<file path="src/hpr_pkg.sv">
// Shared types, codes and saturation helpers for the heightfield ray marcher.
`timescale 1ns / 1ps
`default_nettype none

package hpr_pkg;

    // Operation codes carried in the op field of an input beat.
    localparam logic [1:0] OP_LOAD_PIXEL = 2'd0;
    localparam logic [1:0] OP_LOAD_TABLE = 2'd1;
    localparam logic [1:0] OP_CAST_RAY   = 2'd2;

    // Configuration register indexes.
    localparam logic [2:0] CFG_PANEL_ORIGIN  = 3'd0;
    localparam logic [2:0] CFG_X_STEP_VECTOR = 3'd1;
    localparam logic [2:0] CFG_Y_STEP_VECTOR = 3'd2;
    localparam logic [2:0] CFG_HEIGHT_AXIS   = 3'd3;
    localparam logic [2:0] CFG_USED_WIDTH    = 3'd4;
    localparam logic [2:0] CFG_USED_HEIGHT   = 3'd5;

    localparam logic [8:0] USED_SIZE_RESET = 9'd256;

    // Margin above the top code height, 0.001 in Q15.16.
    localparam logic signed [33:0] SLAB_MARGIN = 34'sd66;

    localparam logic signed [31:0] S32_MAX = 32'sh7FFF_FFFF;
    localparam logic signed [31:0] S32_MIN = 32'sh8000_0000;
    localparam logic signed [35:0] S32_MAX36 = 36'sd2147483647;
    localparam logic signed [35:0] S32_MIN36 = -36'sd2147483648;

    // Kind of work that the front hands to the back.
    typedef enum logic [1:0] {
        K_PIXEL,
        K_TABLE,
        K_RAY
    } t_kind;

    typedef struct packed {
        logic [1:0]         op;
        logic [7:0]         pixel_x;
        logic [7:0]         pixel_y;
        logic [7:0]         depth_code;
        logic [7:0]         table_index;
        logic signed [31:0] table_value;
        logic signed [31:0] ray_px;
        logic signed [31:0] ray_py;
        logic signed [31:0] ray_pz;
        logic signed [31:0] ray_vx;
        logic signed [31:0] ray_vy;
        logic signed [31:0] ray_vz;
    } t_in_item;

    typedef struct packed {
        logic       hit;
        logic [7:0] hit_x;
        logic [7:0] hit_y;
    } t_out_item;

    typedef struct packed {
        t_kind    kind;
        t_in_item item;
    } t_q_item;

    typedef struct packed {
        logic [62:0] panel_origin;
        logic [62:0] x_step_vector;
        logic [62:0] y_step_vector;
        logic [62:0] height_axis;
        logic [8:0]  used_width;
        logic [8:0]  used_height;
    } t_cfg;

    // Apply a sign to a magnitude and saturate to 32 bits.
    function automatic logic signed [31:0] f_mag_sat(input logic [47:0] m, input logic neg);
        logic signed [31:0] r;
        if (neg) begin
            if (m >= 48'h0000_8000_0000) r = S32_MIN;
            else r = signed'(32'd0 - m[31:0]);
        end else begin
            if (m > 48'h0000_7FFF_FFFF) r = S32_MAX;
            else r = signed'(m[31:0]);
        end
        return r;
    endfunction

    // Saturate a widened signed sum back to 32 bits.
    function automatic logic signed [31:0] f_sat32(input logic signed [35:0] v);
        logic signed [31:0] r;
        if (v > S32_MAX36) r = S32_MAX;
        else if (v < S32_MIN36) r = S32_MIN;
        else r = v[31:0];
        return r;
    endfunction

endpackage

`default_nettype wire

</file>
<file path="src/hpr_front.sv">
// Input side: accepts beats, classifies them and queues them for the back end.
`timescale 1ns / 1ps
`default_nettype none

module hpr_front
    import hpr_pkg::*;
(
    input  wire logic     i_clk,
    input  wire logic     i_rst_n,
    input  wire logic     i_in_valid,
    input  wire t_in_item i_in_data,
    output logic          o_in_stall,
    output logic          o_q_valid,
    output t_q_item       o_q_item,
    input  wire logic     i_q_pop
);

    t_q_item    r_buf [2];
    logic       r_wr;
    logic       r_rd;
    logic [1:0] r_count;
    logic [1:0] n_count;

    logic  accept;
    logic  push;
    t_kind kind;

    // Classify the incoming beat; an unknown op is taken and dropped.
    always_comb begin
        kind = K_RAY;
        push = 1'b0;
        case (i_in_data.op)
            OP_LOAD_PIXEL: begin
                kind = K_PIXEL;
                push = accept;
            end
            OP_LOAD_TABLE: begin
                kind = K_TABLE;
                push = accept;
            end
            OP_CAST_RAY: begin
                kind = K_RAY;
                push = accept;
            end
            default: begin
                push = 1'b0;
            end
        endcase
    end

    assign o_in_stall = (r_count == 2'd2);
    assign accept     = i_in_valid && !o_in_stall;
    assign o_q_valid  = (r_count != 2'd0);
    assign o_q_item   = r_buf[r_rd];

    always_comb begin
        n_count = r_count;
        if (push && !i_q_pop) n_count = r_count + 2'd1;
        else if (!push && i_q_pop) n_count = r_count - 2'd1;
    end

    // Two-entry queue pointers and fill count.
    always_ff @(posedge i_clk) begin
        if (!i_rst_n) begin
            r_wr    <= 1'b0;
            r_rd    <= 1'b0;
            r_count <= 2'd0;
        end else begin
            if (push) r_wr <= !r_wr;
            if (i_q_pop) r_rd <= !r_rd;
            r_count <= n_count;
        end
    end

    // Queue storage.
    always_ff @(posedge i_clk) begin
        if (push) begin
            r_buf[r_wr].kind <= kind;
            r_buf[r_wr].item <= i_in_data;
        end
    end

endmodule

`default_nettype wire

</file>
<file path="config.mk">
export PLATFORM = sky130hd
export DESIGN_NAME = hpr_front
export DESIGN_NICKNAME = d
export VERILOG_FILES = /design/src/hpr_pkg.sv /design/src/hpr_front.sv
export SDC_FILE = /design/constraint.sdc
export NUM_CORES = 1
export LEC_CHECK = 0
export BUFFER_PORTS_ARGS = -buffer_cell sky130_fd_sc_hd__buf_2
export CAP_MARGIN = 40
export CELL_PAD_IN_SITES_DETAIL_PLACEMENT = 1
export CELL_PAD_IN_SITES_GLOBAL_PLACEMENT = 1
export CORE_AREA = 2 2 261 263
export DETAILED_ROUTE_END_ITERATION = 12
export DIE_AREA = 0 0 263 265
export GPL_TIMING_DRIVEN = 0
export MAX_ROUTING_LAYER = met4
export PLACE_DENSITY_LB_ADDON = 0.1
export REMOVE_ABC_BUFFERS = 1
export SYNTH_ARGS = -nofsm -noshare
export SYNTH_HDL_FRONTEND = slang
export SYNTH_SLANG_ARGS = --single-unit
export TNS_END_PERCENT = 5
</file>
<file path="constraint.sdc">
create_clock -name i_clk -period 16.86 [get_ports i_clk]
set_input_delay 3.372 -clock i_clk [delete_from_list [all_inputs] [get_ports i_clk]]
set_output_delay 3.372 -clock i_clk [all_outputs]
set_load 0.02 [all_outputs]
</file>
=== Word level (Yosys, flattened, before mapping) ===
Memory sizes are Yosys's and may differ from the RTL's. A register that Yosys moved wholly into a read port is not among the register bits.
Cells that the tools add are included.

* $add $sub $neg: 2
* Eq/ne operators: 3
* Mux-type cells: 8
* Reduce and logical (&&, ||, !) cells: 12

{| class="wikitable"
|+ Operators by type and width
! kind !! number
|-
| 1-bit logical NOT || 5
|-
| 1-bit two-way mux || 5
|-
| 2-bit equality test, second input constant || 2
|-
| 2-bit two-way mux || 2
|-
| 2-bit case mux with 2 select lines || 1
|-
| 2-bit nonzero test || 2
|-
| 1-bit logical AND || 3
|-
| 3-bit OR reduction || 1
|-
| 2-bit by 1-bit adder with 2-bit output, second input constant || 1
|-
| 2-bit by 1-bit equality test with 1-bit output, second input constant || 1
|-
| 2-bit logical NOT || 1
|-
| 2-bit by 1-bit subtractor with 2-bit output, second input constant || 1
|}

* Register bits: 4
* Bits in writable memories: 520
* Bits of input ports: 262
* Output and inout bits: 262
* Word-level logic and storage cells: 29
* Memories kept: 1

{| class="wikitable"
|+ Memories
! memory !! words !! bits a word !! read ports !! clocked after memory_dff !! wr ports !! line !! text
|-
| r_buf || 2 || 260 || 1 || 1 || 1 || hpr_front.sv:18 || <nowiki>t_q_item r_buf [2];</nowiki>
|}

=== Longest topological paths before layout ===
* Depth after elaboration: 8
* Gate-level depth with buffers: 6
* Gate-level depth less buffers: 6

=== Worst setup path before layout ===
Ideal clock, no wire load.

* Path type: input to register
* From: input i_in_valid
* To: memory r_buf[0][0] in the netlist's numbering (enable)
* Library setup time: 0.916 ns
* Data arrival time: 15.128 ns
* Required time: 15.944 ns
* Path slack: 0.816 ns
* Stages: 3
* Path buffers: 0
* Cells stage by stage: inv_1 > a211oi_2 > nor2b_1

* Word-level cells in the longest chain between the ends: 4

{| class="wikitable"
|+ RTL lines
! what !! line !! text
|-
| from (decl) || hpr_front.sv:10 || <nowiki>input wire logic i_in_valid,</nowiki>
|-
| 1-bit logical AND || hpr_front.sv:52 || <nowiki>assign accept = i_in_valid && !o_in_stall;</nowiki>
|-
| 1-bit two-way mux || hpr_front.sv:32 || <nowiki>case (i_in_data.op)</nowiki>
|-
| 1-bit two-way mux || hpr_front.sv:77 || <nowiki>if (push) begin</nowiki>
|-
| 1-bit two-way mux (implied by the code) || hpr_front.sv:79 || <nowiki>r_buf[r_wr].item <= i_in_data;</nowiki>
|-
| to (decl) || hpr_front.sv:18 ||
|}

Every way passes these cells.

==> flow_metrics.py <==
metrics = {
    "placement": {
        "dp_hpwl_um": 36300,
        "placed_cell_area_um2": 24000,
        "port_buffers": 523,
        "gp_congestion": 0.730,
    },
    "setup_path": {
        "cp_common_cell": "buf_16",
        "worstPathRequired_ns": 13.49,
        "cpMaxStageDelayCell": "dfxtp_4",
        "slowest_delay_ns": 0.75,
        "cpLargestDelayFamily": "buffers and inverters",
        "critPathLaunchType": "flip-flop",
        "crit_arrival_ns": 2.79,
        "path_buf_inv": 4,
        "crit_fanout": 34,
        "crit_type": "reg -> out",
        "end_kind": "primary output",
        "worstPathCellList": "buf_16, buf_16, buf_12, mux2_2, buf_2",
    },
    "routing": {
        "wl_per_cell_um": 21.6,
        "drt_iter0_drc": 394,
        "via_count": 9926,
        "drc": 0,
        "viasPerCell": 4.23,
        "wirelength_um": 50700,
        "drtAntennaViolNets": 0,
        "firstDrtPassIters": 4,
    },
    "timing": {
        "skew_ns": 0.0198,
        "slew_violations": 0,
        "hold_slack_ns": 0.524,
        "grt_setup_unrepaired": "no",
        "tightest_slew_ns": 0.640,
        "fmax_mhz": 162,
        "setup_viol": 0,
        "slew_headroom_pct": 57.3,
        "period_share_pct": 36.6,
        "post-route-min-period_ns": 6.16,
        "final_hold_viol_count": 0,
    },
    "clock_tree": {
        "cts.sinks": 525,
        "cts_tree": "built",
        "clk_pin_slew_ns": 0.06,
        "cts_max_path_buffers": 3,
        "numCtsBuffers": 59,
        "ctsResizeCount": 0,
        "htree_num_levels": 2,
        "cts_hold_buffers": 0,
        "cts_setup_buffers": 0,
        "cts_root_buf": "clkbuf_16",
        "clk_latency_ns": 0.61,
    },
    "global_route": {
        "antenna_found_initial": 10,
        "grt_max_degree": 55,
        "grt_use_total_pct": 14.6,
        "grt-ovfl-total": 0,
        "grt_pass1_vias": 10887,
        "grt_pass1_wl_um": 72800,
    },
    "layout": {
        "final_common_cell": "buf_2",
        "layout-drive-gt1-share_pct": 61.2,
        "final_cell_mix": "buf_2 (523), edfxtp_1 (520), mux2_4 (200), clkbuf_16 (61), mux2_2 (60)",
        "num-nets-final": 1681,
        "area_growth_syn_to_layout_pct": 30.0,
        "fin_area_um2": 25800,
    },
    "yosys": {
        "ys.warnings.count": 0,
        "ys_seq_area_share_pct": 79.2,
        "syn_area_per_cell_um2": 23.7,
        "syn_area_um2": 19800,
        "yosys.cell_types.count": 21,
        "synth_seq_cells": 525,
        "netlist_instances": 836,
    },
    "power": {
        "power.leakage_nw": 9.90,
        "ir_worst_vdd_mv": 0.0821,
        "power_density_nw_per_um2": 129,
    },
    "floorplan": {
        "die_h_um": 265,
        "die_x_um": 263,
        "start_util_pct": 29.7,
        "die_area_um2": 69700,
        "ios": 524,
        "rows": 95,
        "core_um2": 66800,
    },
    "worst_hold_path": {
        "hold_path.class": "reg -> reg",
    },
    "run_status": {
        "status": "complete, no violations",
    },
    "job": {
        "maxCapViolCount": 0,
    },
}
synth_stat cells:
cell,count,area (µm²)
a21boi_0,1,7.51
or3_1,1,6.26
or2_2,1,6.26
nand2_1,1,3.75
xor2_1,2,17.5
a211oi_2,1,12.5
and2_1,4,25.0
nand2b_1,1,6.26
nor2b_1,3,18.8
mux2_2,60,676
dfxtp_1,5,100
inv_1,2,7.51
buf_6,23,259
edfxtp_1,520,15600
ha_1,1,12.5
buf_2,6,30.0
mux2i_1,1,10.0
o21ai_0,1,5.00
clkbuf_1,1,3.75
mux2_4,200,3000
xnor2_1,1,8.76
state kept, by name (all words and copies together), names as in the netlist, named ones only:
register and cells:
r_count 2, r_wr 1, r_buf 520, r_rd 1
cells by family after synthesis:
logic type	share of synthesized area, %
buf+inv	1.51
fa+ha+maj	0.0631
compound gates	0.126
flops	79.2
mux	18.6
simple gates	0.334
xor+xnor	0.132
power breakdown:
| part | switching [W] | leakage [nW] | internal, W |
|---|---|---|---|
| clock | 0.000505 | 0.888 | 0.000699 |
| sequential | 0.0000276 | 4.85 | 0.00156 |
| combinational | 0.000304 | 4.16 | 0.000234 |
worst min-delay path, stage by stage, from the launching register on:
cell and delay (ns):
dfxtp_1 0.35, nand2_1 0.07, mux2i_1 0.05
layer usage:
metal	global-route usage (%)	vias to the layer above	routed length, µm
li1	-	4523	-
met1	15.1	5038	18300
met2	26.3	287	27600
met3	5.11	78	3670
met4	3.94	0	1180
met5	-	-	0
path summary, 6_finish.rpt:
kind / startpoint / end / slack, ns / cells after the start
worst max-delay path: flip-flop / o_q_item[12] / 10.70 / 5
worst min-delay path: r_wr / r_wr / 0.52 / 2
worst max register to register: r_count[0] / r_buf[0][251] / 14.40 / 6
worst min register to register: r_wr / r_wr / 0.52 / 2
metrics by stage:
stage / worst slack [ns] / total power [W] / utilization [%] / TNS, ns / instances
floorplan: 0.816 / 0.00203 / - / 0 / 806
global placement: -8.86 / 0.00230 / 34.8 / -2619.77 / 2202
detailed placement: 11.23 / 0.00216 / 35.9 / 0 / 2230
CTS: 10.54 / 0.00339 / 38.6 / 0 / 2336
global route: 10.50 / 0.00347 / 38.6 / 0 / 2344
finish: 10.70 / 0.00333 / 38.6 / 0 / 2344
area by class of cell:
type,instances,area [µm²]
fill,6628,41000
sequential,525,15700
multi-input combinational,279,3830
timing repair buffer,551,3320
clock buffer,72,1570
tap,873,1090
clock inverter,34,235
antenna,8,20.0
inverter,2,7.51
Note: power is estimated with default switching activity, not from simulation.
